===== src/rtl/core/irs_pkg.sv =====
// shared types and constants for the interface route select block
package irs_pkg;

    localparam int IRS_MAX_IF = 8;
    localparam int SLOT_W     = 3;
    localparam int IP_W       = 32;
    localparam int ENTRY_W    = 3 * IP_W;

    localparam logic ACT_ADD    = 1'b0;
    localparam logic ACT_LOOKUP = 1'b1;

    typedef struct packed {
        logic            action;
        logic [IP_W-1:0] dest_address;
        logic [IP_W-1:0] entry_address;
        logic [IP_W-1:0] entry_mask;
        logic [IP_W-1:0] entry_gateway;
    } t_in_req;

    typedef struct packed {
        logic              hit;
        logic [SLOT_W-1:0] slot;
        logic              table_full;
    } t_out_res;

    typedef enum logic [2:0] {
        ST_IDLE = 3'b001,
        ST_EXEC = 3'b010,
        ST_POST = 3'b100
    } t_state;

    // controller to datapath
    typedef struct packed {
        logic load;
        logic write;
        logic capture;
        logic push;
    } t_cmd;

    // datapath to controller
    typedef struct packed {
        logic is_lookup;
        logic scan_done;
    } t_status;

endpackage


===== src/rtl/core/irs_ram.sv =====
// generic single write port ram with registered read
module irs_ram #(
    parameter int WIDTH = 8,
    parameter int DEPTH = 8,
    localparam int AW = (DEPTH > 1) ? $clog2(DEPTH) : 1
) (
    input  logic             i_clk,
    input  logic             i_we,
    input  logic [AW-1:0]    i_waddr,
    input  logic [WIDTH-1:0] i_wdata,
    input  logic             i_re,
    input  logic [AW-1:0]    i_raddr,
    output logic [WIDTH-1:0] o_rdata
);

    logic [WIDTH-1:0] r_mem [DEPTH];
    logic [WIDTH-1:0] r_rdata;

    always_ff @(posedge i_clk) begin
        if (i_we) begin
            r_mem[i_waddr] <= i_wdata;
        end
        if (i_re) begin
            r_rdata <= r_mem[i_raddr];
        end
    end

    assign o_rdata = r_rdata;

endmodule


===== src/rtl/core/irs_datapath.sv =====
// interface table storage, newest-first scan and result registers
module irs_datapath import irs_pkg::*; #(
    parameter int MAX_INTERFACES = IRS_MAX_IF
) (
    input  logic     i_clk,
    input  logic     i_rst_n,
    input  t_in_req  i_req,
    input  t_cmd     i_cmd,
    output t_status  o_status,
    output t_out_res o_res
);

    localparam int IDX_W = (MAX_INTERFACES > 1) ? $clog2(MAX_INTERFACES) : 1;
    localparam int CNT_W = $clog2(MAX_INTERFACES + 1);
    localparam logic [CNT_W-1:0] FULL_CNT = CNT_W'(MAX_INTERFACES);

    function automatic logic [SLOT_W-1:0] to_slot(input logic [IDX_W-1:0] idx);
        logic [IDX_W+SLOT_W-1:0] ext;
        ext = {{SLOT_W{1'b0}}, idx};
        return ext[SLOT_W-1:0];
    endfunction

    logic [CNT_W-1:0] r_used;
    t_in_req          r_req;
    logic             r_iss_busy;
    logic [IDX_W-1:0] r_iss_idx;
    logic             r_rd_valid;
    logic [IDX_W-1:0] r_rd_idx;
    logic             r_gw_found;
    logic [IDX_W-1:0] r_gw_idx;
    t_out_res         r_res;
    t_out_res         r_out;

    logic [ENTRY_W-1:0] w_rdata;
    logic [IP_W-1:0]    w_addr, w_mask, w_gw;
    logic               w_full, w_we;
    logic [IDX_W-1:0]   w_used_idx;
    logic [CNT_W-1:0]   w_used_m1;
    logic               w_sub_hit, w_gw_ok, w_last;
    t_out_res           w_result;

    assign w_full     = (r_used == FULL_CNT);
    assign w_used_idx = r_used[IDX_W-1:0];
    assign w_used_m1  = r_used - CNT_W'(1);
    assign w_we       = i_cmd.write && !w_full;

    irs_ram #(
        .WIDTH (ENTRY_W),
        .DEPTH (MAX_INTERFACES)
    ) u_ram (
        .i_clk   (i_clk),
        .i_we    (w_we),
        .i_waddr (w_used_idx),
        .i_wdata ({r_req.entry_address, r_req.entry_mask, r_req.entry_gateway}),
        .i_re    (r_iss_busy),
        .i_raddr (r_iss_idx),
        .o_rdata (w_rdata)
    );

    assign w_addr = w_rdata[3*IP_W-1:2*IP_W];
    assign w_mask = w_rdata[2*IP_W-1:IP_W];
    assign w_gw   = w_rdata[IP_W-1:0];

    assign w_sub_hit = r_rd_valid && ((r_req.dest_address & w_mask) == (w_addr & w_mask));
    assign w_gw_ok   = r_rd_valid && (w_gw != '0) && ((w_gw & w_mask) == (w_addr & w_mask));
    assign w_last    = r_rd_valid && (r_rd_idx == '0);

    always_comb begin
        w_result = '0;
        if (r_req.action == ACT_ADD) begin
            w_result.hit        = !w_full;
            w_result.slot       = w_full ? '0 : to_slot(w_used_idx);
            w_result.table_full = w_full;
        end else if (w_sub_hit) begin
            w_result.hit  = 1'b1;
            w_result.slot = to_slot(r_rd_idx);
        end else if (r_gw_found) begin
            w_result.hit  = 1'b1;
            w_result.slot = to_slot(r_gw_idx);
        end else if (w_gw_ok) begin
            w_result.hit  = 1'b1;
            w_result.slot = to_slot(r_rd_idx);
        end
    end

    assign o_status.is_lookup = (r_req.action == ACT_LOOKUP);
    assign o_status.scan_done = (r_used == '0) || w_sub_hit || w_last;

    always_ff @(posedge i_clk) begin
        if (!i_rst_n) begin
            r_used     <= '0;
            r_iss_busy <= 1'b0;
            r_rd_valid <= 1'b0;
            r_gw_found <= 1'b0;
        end else if (i_cmd.load) begin
            r_iss_busy <= (i_req.action == ACT_LOOKUP) && (r_used != '0);
            r_iss_idx  <= w_used_m1[IDX_W-1:0];
            r_rd_valid <= 1'b0;
            r_gw_found <= 1'b0;
        end else begin
            if (w_we) begin
                r_used <= r_used + CNT_W'(1);
            end
            if (r_iss_busy) begin
                r_iss_idx <= r_iss_idx - IDX_W'(1);
            end
            r_rd_idx <= r_iss_idx;
            // newest gateway candidate wins, kept in case no subnet match turns up
            if (w_gw_ok && !r_gw_found) begin
                r_gw_found <= 1'b1;
                r_gw_idx   <= r_rd_idx;
            end
            if (i_cmd.capture) begin
                r_iss_busy <= 1'b0;
                r_rd_valid <= 1'b0;
            end else begin
                if (r_iss_busy && (r_iss_idx == '0)) begin
                    r_iss_busy <= 1'b0;
                end
                r_rd_valid <= r_iss_busy;
            end
        end
    end

    always_ff @(posedge i_clk) begin
        if (i_cmd.load) begin
            r_req <= i_req;
        end
        if (i_cmd.capture) begin
            r_res <= w_result;
        end
        if (i_cmd.push) begin
            r_out <= r_res;
        end
    end

    assign o_res = r_out;

endmodule


===== src/rtl/core/irs_ctrl.sv =====
// request sequencing and output handshake controller
module irs_ctrl import irs_pkg::*; (
    input  logic    i_clk,
    input  logic    i_rst_n,
    input  logic    i_in_valid,
    input  logic    i_out_stall,
    input  t_status i_status,
    output logic    o_in_stall,
    output logic    o_out_valid,
    output t_cmd    o_cmd
);

    t_state r_state, n_state;
    logic   r_out_valid, n_out_valid;

    always_comb begin
        n_state     = r_state;
        n_out_valid = r_out_valid && i_out_stall;
        o_cmd       = '0;
        case (r_state)
            ST_IDLE: begin
                if (i_in_valid) begin
                    o_cmd.load = 1'b1;
                    n_state    = ST_EXEC;
                end
            end
            ST_EXEC: begin
                if (!i_status.is_lookup) begin
                    o_cmd.write   = 1'b1;
                    o_cmd.capture = 1'b1;
                    n_state       = ST_POST;
                end else if (i_status.scan_done) begin
                    o_cmd.capture = 1'b1;
                    n_state       = ST_POST;
                end
            end
            ST_POST: begin
                if (!r_out_valid || !i_out_stall) begin
                    o_cmd.push  = 1'b1;
                    n_out_valid = 1'b1;
                    n_state     = ST_IDLE;
                end
            end
            default: begin
                n_state = ST_IDLE;
            end
        endcase
    end

    always_ff @(posedge i_clk) begin
        if (!i_rst_n) begin
            r_state     <= ST_IDLE;
            r_out_valid <= 1'b0;
        end else begin
            r_state     <= n_state;
            r_out_valid <= n_out_valid;
        end
    end

    assign o_in_stall  = (r_state != ST_IDLE);
    assign o_out_valid = r_out_valid;

endmodule


===== src/rtl/core/interface_route_select_core.sv =====
// interface route select top: ipv4 interface table with newest-first subnet route lookup
// add: entry written unless full, result captured; next request taken once posted
// lookup: one table read a cycle, newest slot first, one ram port; the scan stops at the
//   first subnet match or the oldest slot; next request taken once the result is posted
// output register keeps a finished result while the next request is taken; stalls hold it
// reset (i_rst_n low, synchronous) empties the table and drops any pending result
module interface_route_select_core import irs_pkg::*; #(
    parameter int MAX_INTERFACES = IRS_MAX_IF
) (
    input  logic     i_clk,
    input  logic     i_rst_n,
    // request channel
    input  logic     i_in_valid,
    output logic     o_in_stall,
    input  t_in_req  i_in_data,
    // result channel
    output logic     o_out_valid,
    input  logic     i_out_stall,
    output t_out_res o_out_data
);

    // command and status between sequencer and table datapath
    t_cmd    w_cmd;
    t_status w_status;

    // sequencer: idle, execute (write or scan), post result to output register
    irs_ctrl u_ctrl (
        .i_clk       (i_clk),
        .i_rst_n     (i_rst_n),
        .i_in_valid  (i_in_valid),
        .i_out_stall (i_out_stall),
        .i_status    (w_status),
        .o_in_stall  (o_in_stall),
        .o_out_valid (o_out_valid),
        .o_cmd       (w_cmd)
    );

    // table ram, scan pipeline with subnet and gateway compare, result registers
    irs_datapath #(
        .MAX_INTERFACES (MAX_INTERFACES)
    ) u_dp (
        .i_clk    (i_clk),
        .i_rst_n  (i_rst_n),
        .i_req    (i_in_data),
        .i_cmd    (w_cmd),
        .o_status (w_status),
        .o_res    (o_out_data)
    );

endmodule


===== config.mk =====
export PLATFORM = sky130hd
export DESIGN_NAME = interface_route_select_core
export DESIGN_NICKNAME = d
export VERILOG_FILES = /design/src/rtl/core/irs_pkg.sv /design/src/rtl/core/irs_ram.sv /design/src/rtl/core/irs_datapath.sv /design/src/rtl/core/irs_ctrl.sv /design/src/rtl/core/interface_route_select_core.sv
export SDC_FILE = /design/constraint.sdc
export NUM_CORES = 1
export LEC_CHECK = 0
export BUFFER_PORTS_ARGS = -buffer_cell sky130_fd_sc_hd__buf_2
export CELL_PAD_IN_SITES_DETAIL_PLACEMENT = 1
export CELL_PAD_IN_SITES_GLOBAL_PLACEMENT = 2
export CORE_MARGIN = 10
export CORE_UTILIZATION = 40
export DETAILED_ROUTE_END_ITERATION = 6
export PLACE_DENSITY_LB_ADDON = 0.1
export SYNTH_ARGS = -nofsm -noshare
export SYNTH_HDL_FRONTEND = slang
export SYNTH_SLANG_ARGS = --single-unit

===== constraint.sdc =====
create_clock -name i_clk -period 30.1 [get_ports i_clk]
set_input_delay 4.515 -clock i_clk [delete_from_list [all_inputs] [get_ports i_clk]]
set_output_delay 4.515 -clock i_clk [all_outputs]
set_load 0.01 [all_outputs]

---- Yosys cells after proc, flatten, opt, wreduce, memory -nomap -nowiden ----
Memory sizes are Yosys's and may differ from the RTL's. A register that Yosys moved wholly into a read port is not among the register bits.
Index checks and enable logic that the tools add are counted.
storage, ports and cells
  register bits after elaboration ......... 159
  memory bits (writable) .................. 768
  bits of input ports ..................... 133
  output and inout port bits .............. 7
  memories ................................ 1
cells by class
  add/subtract/negate cells ............... 3
  eq/ne operators ......................... 10
  muxes and demuxes ....................... 27
  bitwise operators ....................... 5
  reduce and logical (&&, ||, !) cells .... 30
memories
  memory            words  bits a word  rd ports  clocked after Yosys merged registers in  write ports  line           text
  u_dp.u_ram.r_mem  8      96           1         1                                        1            irs_ram.sv:16  logic [WIDTH-1:0] r_mem [DEPTH];
operators with widths
  kind                                                 number
  bitwise AND 32 bit                                   3
  equality test 32 bit                                 2
  nonzero test 32 bit                                  1
  2-to-1 mux 3 bit                                     7
  2-to-1 mux 4 bit                                     4
  2-to-1 mux 1 bit                                     14
  logical AND 1 bit                                    9
  case mux 3 bit (3 select lines)                      1
  logical NOT 3 bit                                    2
  AND reduction 2 bit                                  3
  AND reduction 3 bit                                  2
  subtractor 3 x 1 -> 3 bit, second input constant     2
  adder 4 x 1 -> 4 bit, second input constant          1
  equality test 4 bit, second input constant           1
  logical NOT 1 bit                                    4
  logical NOT 4 bit                                    1
  nonzero test 4 bit                                   1
  equality test 3 x 1 -> 1 bit, second input constant  1
  equality test 3 x 2 -> 1 bit, second input constant  1
  equality test 3 bit, second input constant           1
  logical OR 1 bit                                     3
  != test 3 x 1 -> 1 bit, second input constant        1
  != test 3 bit, second input constant                 1
  nonzero test 3 bit                                   1
  other kinds (7)                                      8

---- Depth between registers and ports, before layout ----
Gate-level depths: netlist of run 1.
  depth after elaboration ................. 11
  depth in mapped cells ................... 9
  mapped depth without buffers ............ 8

---- Hierarchy ----
A second synthesis of run 1 with hierarchy kept.
unflattened totals
  cell total of the unflattened synthesis .. 1642
  area total of the unflattened synthesis .. 38114.1 um2
modules (own cells, without submodules)
  module        times used  cells each  area each (um2)
  irs_ram       1           1219        31766.7
  irs_datapath  1           399         6124.6
  irs_ctrl      1           24          222.7

---- Least setup slack after synthesis of run 1 ----
No wires, ideal clock.
  kind .................................... register to register
  start point ............................. register u_dp.r_used[1]
  end point ............................... memory u_dp.u_ram.r_mem[1][0] in the netlist's numbering, enable pin
  library setup time ...................... 786 ps
  data arrival time ....................... 10268 ps
  setup slack ............................. 19046 ps
  cell stages (with the launch flop) ...... 8
  period minus slack after synthesis ...... 11054 ps
  path through ............................ dfxtp_1 > clkbuf_1 > inv_1 > ha_1 > nand3b_1 > and2_1 > nand2_1 > nor4_1
between the ends
  longest elaborated chain between the ends .. 5
ends and longest elaborated chain
  what                                    line                 text
  from (decl)                             irs_datapath.sv:23   logic [CNT_W-1:0] r_used;
  from (signal assigned)                  irs_datapath.sv:102  r_used <= r_used + CNT_W'(1);
  equality test 4 bit                     irs_datapath.sv:42   assign w_full = (r_used == FULL_CNT);
  logical NOT 1 bit                       irs_datapath.sv:45   assign w_we = i_cmd.write && !w_full;
  logical AND 1 bit                       irs_datapath.sv:45
  2-to-1 mux 1 bit                        irs_ram.sv:20        if (i_we) begin
  2-to-1 mux 1 bit (not written as such)  irs_ram.sv:21        r_mem[i_waddr] <= i_wdata;
  to (decl)                               irs_ram.sv:16
Several ways; a longest one is shown, not always the timed one.

---- Worst setup path in the final report of run 1 ----
  start point ............................. register u_ctrl.r_state[0]
  end point ............................... output o_in_stall
between the ends
  longest elaborated chain between the ends .. 1
ends and longest elaborated chain
  what                    line                               text
  from (decl)             irs_ctrl.sv:13                     t_state r_state, n_state;
  from (signal assigned)  irs_ctrl.sv:55                     r_state <= n_state;
  != test 3 x 1 -> 1 bit  irs_ctrl.sv:60                     assign o_in_stall = (r_state != ST_IDLE);
  to (decl)               interface_route_select_core.sv:14  output logic o_in_stall,
Every way passes these cells.

==> results of run 1 <==
placed cells by master, fill, tap and decap left out, drive strengths merged, types with 2 or more instances in the layout:
master / instances
edfxtp: 1012
mux4: 192
buf: 160
clkbuf: 140
mux2: 96
clkinv: 48
nand2: 47
xor2: 28
nand3b: 24
nor4: 16
o21ai: 15
nor2: 15
o22ai: 13
dfxtp: 11
inv: 10
bufinv: 8
a22oi: 6
and2: 6
nor3b: 5
mux2i: 5
nor2b: 5
a21oi: 5
xnor2: 4
a32oi: 4
nor3: 4
nand3: 3
nand4: 3
ha: 3
a2111oi: 3
a32o: 2
o221ai: 2
a22o: 2
a222oi: 2
and3: 2
o21a: 2
clkinvlp: 2
and4: 2
a31oi: 2
flip-flops by register name, summed over array words and instances (netlist names):
signal	count
u_dp.u_ram.r_mem	768
u_dp.r_gw_idx	3
u_dp.r_iss_busy	1
u_dp.r_req	128
u_dp.r_rd_idx	3
u_dp.r_res	5
u_dp.r_gw_found	1
u_dp.r_rd_valid	1
u_dp.o_res	5
u_dp.u_ram.o_rdata	96
u_dp.o_status	1
u_dp.r_iss_idx	3
u_ctrl.r_state	3
u_ctrl.o_out_valid	1
u_dp.r_used	4
per-layer routing:
layer | vias up | GRT usage (%) | share of wire, %
li1 | 7263 | - | -
met1 | 9202 | 23.8 | 45
met2 | 388 | 27.1 | 48
met3 | 114 | 3.01 | 4.6
met4 | 0 | 3.79 | 1.8
met5 | - | 0 | 0
cells by family after synthesis:
| group | after synthesis | synth area share, % |
|---|---|---|
| and+or+nand+nor | 135 | 2.00 |
| AOI/OAI and AO/OA | 67 | 1.33 |
| xor gates and xnor gates | 32 | 0.739 |
| adders and majority gates | 3 | 0.0990 |
| muxes | 293 | 14.4 |
| buffers and inverters | 66 | 0.723 |
| DFF | 1023 | 80.7 |
final timing paths:
kind,slack [ns],start,end,depth (start not counted)
worst max register to register,25.96,u_dp.r_used[1]$_SDFFE_PN0P_,u_dp.u_ram.r_mem[6][92]$_DFFE_PP_,8
worst min register to register,0.42,u_dp.r_res[2]$_DFFE_PP_,u_dp.o_res[2]$_DFFE_PP_,0
worst min-delay path,0.42,u_dp.r_res[2]$_DFFE_PP_,u_dp.o_res[2]$_DFFE_PP_,0
worst max-delay path,23.83,u_ctrl.r_state[0]$_SDFFE_PN1P_,o_in_stall,3
per-stage QoR:
step | hold slack [ns] | area, µm² | util (%) | setup WS (ns)
after floorplan | 0.400 | 37900 | - | 19.05
after global placement | 0.411 | 40200 | 42.9 | 23.46
after detailed placement | 0.406 | 40200 | 42.9 | 23.40
after CTS | 0.420 | 43700 | 46.6 | 23.73
after global routing | 0.428 | 43700 | 46.6 | 23.61
final | 0.419 | 43700 | 46.6 | 23.83
area by class of cell:
class | count | area share [%]
Sequential cell | 1023 | 70.1
Timing Repair Buffer | 160 | 2.15
Clock buffer | 140 | 6.67
Inverter | 7 | 0.0601
Tap cell | 1254 | 3.59
Clock inverter | 61 | 1.23
Multi-Input combinational cell | 530 | 16.2
worst max-delay path, delay by kind of cell (launching register included):
kind | cells | cell delay [ns]
AND/OR/NAND/NOR | 1 | 0.38
buffers and inverters | 2 | 0.27
flip-flops | 1 | 0.44
power by group:
group / leakage, nW / internal [mW] / total, mW / switching (mW)
Combinational: 2.87 / 0.0650 / 0.147 / 0.0821
Clock: 1.68 / 0.750 / 1.29 / 0.542
Sequential: 9.25 / 1.62 / 1.65 / 0.0372
Total: 13.8 / 2.43 / 3.09 / 0.661
==> metrics.md, run 1 <==
| Metric | Value |
|---|---|
| Synth Flop Type | `edfxtp_1` |
| Multi-input gate area | `0.00709 mm²` |
| Drt first pass iters | `5` |
| Total negative slack | `0 ns` |
| Die area | `0.108 mm²` |
| Fin. max-slew vios | `0` |
| Top cells by area, synth | `edfxtp_1, mux4_2, mux2_2, xor2_1, dfxtp_1` |
| Row cnt | `112` |
| CTS tree | `built` |
| Slowest CP cell | `dfxtp_1` |
| Hold crit path type | `register to register` |
| CP peak stage delay | `0.44 ns` |
| Die Span Y | `328 µm` |
| Setup bufs post-CTS | `0` |
| Number of synthesized flops with an enable pin | `1012` |
| Initial Util | `40.4%` |
| Final #Nets | `1967` |
| Area leader, netlist | `edfxtp_1` |
| Routability cong. | `0.822` |
| DP Cell Count | `2974` |
| Setup Viol. Count Final | `0` |
| Crit-path max FO | `7` |
| Final Instance Count excl. Fillers | `3175` |
| Count leader, synth | `edfxtp_1` |
| TritonCTS buffer count | `109` |
| #FFs+latches synth | `1023` |
| Max-cap violations | `0` |
| Final WL | `91.0 mm` |
| CTS Hold Bufs | `0` |
| Period utilisation layout | `20.8%` |
| Pwr Density | `70.8 mW/mm²` |
| Antenna violations before repair | `0` |
| Relative slew slack | `26.7%` |
| Synth unique cells | `56` |
| Worst EP arrival | `1.76 ns` |
| Fmax | `159 MHz` |
| Via count | `16967` |
| Outcome | `completed` |
| DRC Markers | `0` |
| PortBufs | `139` |
| Worst skew pair latency | `0.68 ns` |
| Total gr overflow | `0` |
| Post-CTS Resized | `0` |
| CP endpoint kind | `output pin` |
| ANT cells | `0` |
| Clk buf depth | `3` |
| VDD IR max | `0.0441 mV` |
| GRT Total Usage | `16.8%` |
| H-Tree Depth | `3` |
| Synth-to-Final Area Change | `15.2%` |
| Die W | `328 µm` |
| Post-synth top area share | `80.1%` |
| First-pass GRT wire length | `132 mm` |
| Tot Pwr | `3.09 mW` |
| Worst slew pin tran | `1.10 ns` |
| CP Cell Sequence | `nor3b_1 -> inv_1 -> buf_2` |
| CTS root buffer | `clkbuf_16` |
| WS Path Type | `register to output pin` |
| Leakage | `13.8 nW` |
| Register Area | `0.0306 mm²` |
| Setup Skew | `0.0260 ns` |
| Clock transition at path regs | `0.06 ns` |
| Top cells by count, synth | `edfxtp_1, mux4_2, mux2_2` |
| Cells after synthesis | `1619` |
| Seq/Total Area, Yosys | `80.7%` |
| Routed wire per std cell | `28.7 µm` |
| RSZ-0062 raised after global routing | `no` |
| Clock sinks | `1023` |
| Post-DRT Antenna Nets | `0` |
| Syn Area/Cell | `23.4 µm²` |
| Final hold viol count | `0` |
| Post-synth net total | `1755` |
| Fill count | `8364` |
| Asr flop ratio synth | `0%` |
| Synthesis Warnings | `0` |
| Kind of start point of the critical path | `register` |
| Vias in the first global route | `18269` |
| Via-to-Cell Ratio | `5.34` |
| Boundary pin count | `140` |
| DRT iter0 DRCs | `1401` |
| Core Box Area | `0.0937 mm²` |
| Largest net degree at the start of global routing | `137` |
| Clock period minus worst slack | `6.27 ns` |
| HPWL after DPL | `51.4 mm` |
| Critical Path RT | `25.59 ns` |
| Share of layout cells above drive strength 1 | `31.8%` |
| Mapped cell area | `0.0379 mm²` |
(Power assumes the default switching activity.)
==> run 2, diff against run 1 <==
==> constraint.sdc (replaced) <==
create_clock -name i_clk -period 6.27 [get_ports i_clk]
set_input_delay 0.9405 -clock i_clk [delete_from_list [all_inputs] [get_ports i_clk]]
set_output_delay 0.9405 -clock i_clk [all_outputs]
set_load 0.01 [all_outputs]
==> run 2 against run 1 <==
Net effect:
- total power rose to 4.9 times the previous value
- clock skew rose by 0.016 ns
- critical endpoint is now u_dp.u_ram.r_mem[1][7]$_DFFE_PP_
- count of clock-buffer cells in the layout fell by 2
==> metrics.md, run 2 (synthesis results as in run 1) <==
| Metric | Value |
|---|---|
| CP endpoint kind | `register` |
| Worst EP arrival | `3.58 ns (+1.82 ns)` |
| Pwr Density | `343 mW/mm² (+380%)` |
| Levels on crit path | `8 (+5)` |
| Setup Viol. Count Final | `0 (unchanged)` |
| Clock period minus worst slack | `3.28 ns` |
| PortBufs | `139 (unchanged)` |
| CTS root buffer | `clkbuf_16` |
| CTS tree | `built` |
| Slowest CP cell | `dfxtp_1` |
| Final instance area | `0.0439 mm² (+0.42%)` |
| DRC Markers | `0 (unchanged)` |
| DRT iter0 DRCs | `1372 (-2.1%)` |
| Hold crit path type | `register to register` |
| Die W | `328 µm (unchanged)` |
| Setup WS pre-CTS | `2.93 ns (-20.46 ns)` |
| Clock sinks | `1023 (unchanged)` |
| Final WL | `92.3 mm (+1.4%)` |
| Die Span Y | `328 µm (unchanged)` |
| CP Cell Sequence | `inv_1 -> ha_1 -> nand3b_1 -> and2_1 -> nand2_1 -> nor4_4 -> buf_4 -> buf_4` |
| CP most frequent cell | `buf_4` |
| Max-cap violations | `0 (unchanged)` |
| Final #Nets | `1969 (+0.10%)` |
| Final worst slack | `2.99 ns (-20.84 ns)` |
| Top Family by Delay on Critical Path | `buffers and inverters` |
| CTS Hold Bufs | `0 (unchanged)` |
| Fin util | `46.8% (+0.19 points)` |
| RSZ-0062 raised after global routing | `no` |
| Fin. max-slew vios | `0 (unchanged)` |
| Commonest non-fill, non-tap cell in the layout | `edfxtp_1` |
| Period utilisation layout | `52.3%` |
| Kind of start point of the critical path | `register` |
| Setup Skew | `0.0419 ns (+0.0159 ns)` |
| Core Box Area | `0.0937 mm² (unchanged)` |
| Total negative slack | `0 ns (unchanged)` |
| H-Tree Depth | `3 (unchanged)` |
| CP peak stage delay | `0.69 ns (+0.25 ns)` |
| Initial Util | `40.4% (unchanged)` |
| Die area | `0.108 mm² (unchanged)` |
| Largest net degree at the start of global routing | `100 (-27%)` |
| Share of layout cells above drive strength 1 | `32.5% (+0.71 points)` |
| Crit-path max FO | `36 (+29)` |
| Routability cong. | `0.793 (-3.5%)` |
| Worst slew pin tran | `1.14 ns (+0.0355 ns)` |
| Boundary pin count | `140 (unchanged)` |
| WS Path Type | `register to register` |
| VDD IR max | `0.232 mV (+430%)` |
| Antenna violations before repair | `2 (+2)` |
| Synth-to-Final Area Change | `15.7%` |
| Row cnt | `112 (unchanged)` |
| Placed cell area | `0.0403 mm² (+0.19%)` |
| Via count | `17113 (+0.86%)` |
| Largest Register | `u_dp.u_ram.r_mem` |
| Post-CTS Resized | `0 (unchanged)` |
| Reg2Reg Depth | `8 (unchanged)` |
| Highest-count cells in the layout ignoring fill and taps | `edfxtp_1, mux4_2, buf_2` |
| First-pass GRT wire length | `134 mm (+1.5%)` |
| Final hold viol count | `0 (unchanged)` |
| Via-to-Cell Ratio | `5.40 (+0.99%)` |
| Clk buf depth | `3 (unchanged)` |
| Routed wire per std cell | `29.1 µm (+1.5%)` |
| Post-DRT Antenna Nets | `0 (unchanged)` |
| Worst skew pair latency | `0.68 ns (about the same)` |
| Fmax | `305 MHz` |
| Hold Crit Depth | `0 (unchanged)` |
| Total gr overflow | `0 (unchanged)` |
| GRT Total Usage | `17.1% (+0.32 points)` |
| Drt first pass iters | `5 (unchanged)` |
| WHS | `0.421 ns (+0.00235 ns)` |
| Outcome | `completed` |
| Clock transition at path regs | `0.06 ns (about the same)` |
| Max reg flops | `768 (unchanged)` |
| Relative slew slack | `24.3% (-2.4 points)` |
| Critical Path RT | `6.57 ns (-19.02 ns)` |
| CP Buf/Inv Count | `3 (+1)` |
| Leakage | `13.9 nW (+0.50%)` |
| TritonCTS buffer count | `108 (-0.92%)` |
| Vias in the first global route | `18464 (+1.1%)` |
| HPWL after DPL | `52.7 mm (+2.4%)` |
| Setup bufs post-CTS | `0 (unchanged)` |
run 2: cell count changes in the layout (fill, tap and decap cells not counted), moves of 2 or more:
| cell | delta |
|---|---|
| clkinv_2 | +3 |
| nor4_2 | -2 |
| clkbuf_8 | -3 |
| nor4_4 | +2 |
| clkinv_8 | -2 |
| nor3_2 | -2 |
| clkinvlp_4 | +3 |
| bufinv_16 | +6 |
| buf_12 | +2 |
| clkinv_1 | -17 |
| nor3_4 | +2 |
run 2: power by group:
group	switching, mW	leakage [nW]	internal (mW)
Combinational	0.344	2.89	0.310
Sequential	0.202	9.25	7.77
Clock	2.58	1.72	3.83
Total	3.13	13.9	11.9
run 2: metrics by stage:
stage | total power, mW | std cells
after floorplan | 8.46 | 1619
after detailed placement | 8.79 | 2977
final | 15.0 | 3171
after global routing | 15.6 | 3170
after global placement | 8.76 | 2977
after CTS | 15.2 | 3170
run 2: worst register-to-register path, delay by kind of cell (launching register included):
family / cells / cell delay [ns]
AND/OR/NAND/NOR: 4 / 0.92
buffers and inverters: 3 / 1.06
adder cells (fa/ha/maj): 1 / 0.22
flip-flops: 1 / 0.69
run 2: final cells by class:
class / count / area (µm²)
clock buffers: 138 / 2900
repair buffers: 163 / 988
diodes: 1 / 2.50
inverters: 7 / 26.3
clock inverters: 55 / 658
flip-flops and latches: 1023 / 30600
multi-input cells: 530 / 7120
fillers: 8360 / 49900
well taps: 1254 / 1570
run 2: final timing paths:
kind | startpoint | to | slack [ns]
worst max register to register | u_dp.r_used[1]$_SDFFE_PN0P_ | u_dp.u_ram.r_mem[1][7]$_DFFE_PP_ | 2.99
worst max-delay path | u_dp.r_used[1]$_SDFFE_PN0P_ | u_dp.u_ram.r_mem[1][7]$_DFFE_PP_ | 2.99
worst min-delay path | u_dp.r_res[1]$_DFFE_PP_ | u_dp.o_res[1]$_DFFE_PP_ | 0.42
worst min register to register | u_dp.r_res[1]$_DFFE_PP_ | u_dp.o_res[1]$_DFFE_PP_ | 0.42
run 2: metal layers:
metal | vias up | wire (µm) | global-route usage [%]
met1 | 9290 | 42000 | 24.2
met4 | 0 | 2300 | 4.65
met2 | 418 | 43700 | 27.2
met3 | 133 | 4280 | 3.23
met5 | - | 0 | 0
li1 | 7272 | - | -
==> run 3, diff against run 2 <==
==> constraint.sdc (replaced) <==
create_clock -name i_clk -period 3.4 [get_ports i_clk]
set_input_delay 0.51 -clock i_clk [delete_from_list [all_inputs] [get_ports i_clk]]
set_output_delay 0.51 -clock i_clk [all_outputs]
set_load 0.01 [all_outputs]
==> run 3 against run 2 <==
Net effect:
- critical path depth is 2 lower
- via count up 2.6%
- setup slack got worse by 2.1 ns
- sequential power rose by 84%
- clock power is 78% higher
- cell count rose by 4.0%
- register-to-register slack lost 2.1 ns
- critical path type unchanged
- largest cell class unchanged
- largest power group unchanged
- highest routed layer unchanged
==> metrics.md, run 3 (synthesis results as in run 1) <==
| Metric | Value |
|---|---|
| Outcome | `completed` |
| Clock sinks | `1023 (unchanged)` |
| CP Cell Sequence | `nor4_1 -> nand4_1 -> nor2_1 -> nor3_1 -> a32oi_1 -> o21ai_0` |
| TritonCTS buffer count | `107 (-0.93%)` |
| Tot Pwr | `27.5 mW (+83%)` |
| Boundary pin count | `140 (unchanged)` |
| Vias in the first global route | `19213 (+4.1%)` |
| Worst EP arrival | `2.87 ns (-0.71 ns)` |
| Largest Register | `u_dp.u_ram.r_mem` |
| Routability cong. | `0.827 (+4.3%)` |
| Total gr overflow | `0 (unchanged)` |
| CP Buf/Inv Count | `0 (-3)` |
| Setup WS pre-CTS | `0.916 ns (-2.02 ns)` |
| Die Span Y | `328 µm (unchanged)` |
| Antenna violations before repair | `5 (+3)` |
| Row cnt | `112 (unchanged)` |
| DRT iter0 DRCs | `1511 (+10%)` |
| Kind of start point of the critical path | `register` |
| Max reg flops | `768 (unchanged)` |
| Final instance area | `0.0452 mm² (+3.1%)` |
| Final hold viol count | `0 (unchanged)` |
| Final WL | `93.8 mm (+1.6%)` |
| Post-DRT Antenna Nets | `0 (unchanged)` |
| H-Tree Depth | `3 (unchanged)` |
| Routed wire per std cell | `28.4 µm (-2.4%)` |
| CTS tree | `built` |
| GRT Total Usage | `17.5% (+0.30 points)` |
| Period utilisation layout | `72.8% (+20 points)` |
| Relative slew slack | `48.6% (+24 points)` |
| Pwr Density | `608 mW/mm² (+77%)` |
| Drt first pass iters | `5 (unchanged)` |
| VDD IR max | `0.430 mV (+85%)` |
| Crit-path max FO | `3 (-92%)` |
| CP endpoint kind | `register` |
| Synth-to-Final Area Change | `19.3%` |
| Setup Skew | `0.0311 ns (-0.0108 ns)` |
| Critical Path RT | `3.79 ns (-2.78 ns)` |
| CTS root buffer | `clkbuf_16` |
| Setup Viol. Count Final | `0 (unchanged)` |
| CP peak stage delay | `0.51 ns (-0.18 ns)` |
| R2r endpoint | `u_dp.r_res[1]$_DFFE_PP_` |
| Worst slew pin tran | `0.771 ns (-0.364 ns)` |
| Hold crit path type | `primary input to register` |
| Via count | `17557 (+2.6%)` |
| Clock period minus worst slack | `2.48 ns (-0.805 ns)` |
| Die area | `0.108 mm² (unchanged)` |
| Clk buf depth | `3 (unchanged)` |
| Reg2reg setup slack | `0.92 ns (-2.07 ns)` |
| Hold Crit Start | `i_in_data[13]` |
| Initial Util | `40.4% (unchanged)` |
| Max-cap violations | `0 (unchanged)` |
| Hold Crit Endpoint | `u_dp.r_req[13]$_DFFE_PP_` |
| Highest-count cells in the layout ignoring fill and taps | `edfxtp_1, mux4_2, buf_2` |
| Reg2Reg Depth | `6 (-2)` |
| Placed cell area | `0.0407 mm² (+1.1%)` |
| Core Box Area | `0.0937 mm² (unchanged)` |
| Final #Nets | `2091 (+6.2%)` |
| Die W | `328 µm (unchanged)` |
| Clock transition at path regs | `0.06 ns (about the same)` |
| DRC Markers | `0 (unchanged)` |
| PortBufs | `139 (unchanged)` |
| Slowest CP cell | `edfxtp_1` |
| Final worst slack | `0.924 ns (-2.07 ns)` |
| Share of layout cells above drive strength 1 | `31.7% (-0.80 points)` |
| Hold Crit Depth | `1 (+1)` |
| Leakage | `14.4 nW (+4.0%)` |
| Commonest non-fill, non-tap cell in the layout | `edfxtp_1` |
| Setup bufs post-CTS | `0 (unchanged)` |
| WS Path Type | `register to register` |
| Worst skew pair latency | `0.69 ns (about the same)` |
| Fin. max-slew vios | `0 (unchanged)` |
| RSZ-0062 raised after global routing | `no` |
| Via-to-Cell Ratio | `5.32 (-1.4%)` |
| First-pass GRT wire length | `137 mm (+1.9%)` |
| Fmax | `404 MHz (+33%)` |
| RR Startpoint | `u_dp.u_ram.o_rdata[5]$_DFFE_PP_` |
| HPWL after DPL | `55.1 mm (+4.6%)` |
| Levels on crit path | `6 (-2)` |
| Top Family by Delay on Critical Path | `simple AND/OR/NAND/NOR gates` |
| Largest net degree at the start of global routing | `93 (-7.0%)` |
run 3: cell count changes in the layout (fill, tap and decap cells not counted), sizes merged:
cell	before	now
clkinv	33	60
inv	10	9
buf	163	181
diode	1	2
bufinv	14	9
clkbuf	138	121
dlygate4sd3	0	105
run 3: layout make-up:
type / instances / area, µm²
Clock buffer: 121 / 2790
Inverter: 7 / 28.8
Timing Repair Buffer: 286 / 2440
Tap cell: 1254 / 1570
Clock inverter: 76 / 627
Fill cell: 8260 / 48500
Antenna cell: 2 / 5.00
Sequential cell: 1023 / 30600
Multi-Input combinational cell: 530 / 7150
run 3: worst max path at each step:
stage | startpoint | endpoint
floorplan | u_dp.r_used[1]$_SDFFE_PN0P_ | u_dp.u_ram.r_mem[0][0]$_DFFE_PP_
global placement | u_dp.r_used[1]$_SDFFE_PN0P_ | u_dp.u_ram.r_mem[0][48]$_DFFE_PP_
detailed placement | u_dp.r_used[1]$_SDFFE_PN0P_ | u_dp.u_ram.r_mem[0][51]$_DFFE_PP_
CTS | u_dp.r_used[1]$_SDFFE_PN0P_ | u_dp.u_ram.r_mem[0][61]$_DFFE_PP_
global route | u_ctrl.r_state[0]$_SDFFE_PN1P_ | u_dp.r_iss_idx[2]$_DFFE_PP_
finish | u_dp.u_ram.o_rdata[5]$_DFFE_PP_ | u_dp.r_res[1]$_DFFE_PP_
run 3: layer usage:
metal  vias to the layer above  GRT usage (%)  part of all wire [%]
met2                       418           28.2                    48
met4                         0           4.50                   2.2
met5                         -              0                     0
met1                      9494           24.4                    45
li1                       7513              -                     -
met3                       132           3.01                   4.5
run 3: worst reg2reg max path, stage by stage (launching register included):
cell,delay [ns]
edfxtp_1,0.51
nor4_1,0.38
nand4_1,0.22
nor2_1,0.29
nor3_1,0.16
a32oi_1,0.47
o21ai_0,0.16
run 3: power breakdown:
group / leakage (nW) / internal (mW) / switching (mW)
Combinational: 3.50 / 0.690 / 0.739
Sequential: 9.25 / 14.3 / 0.343
Clock: 1.67 / 6.56 / 4.83
run 3: through the flow:
stage	instances	util, %	hold WS (ns)	TNS [ns]
6_report	3299	48.2	0.0371	0
5_1_grt	3297	48.2	0.000992	0
4_1_cts	3296	48.2	0.000930	0
3_5_place_dp	2995	43.5	0.415	0
3_3_place_gp	2995	43.5	0.403	0
2_1_floorplan	1619	-	0.400	-442.18
run 3: timing repair:
item                                   4_1_cts  5_1_grt
hold buffers                               104        1
gates resized for setup                      0        0
endpoints found under the hold margin      104        1
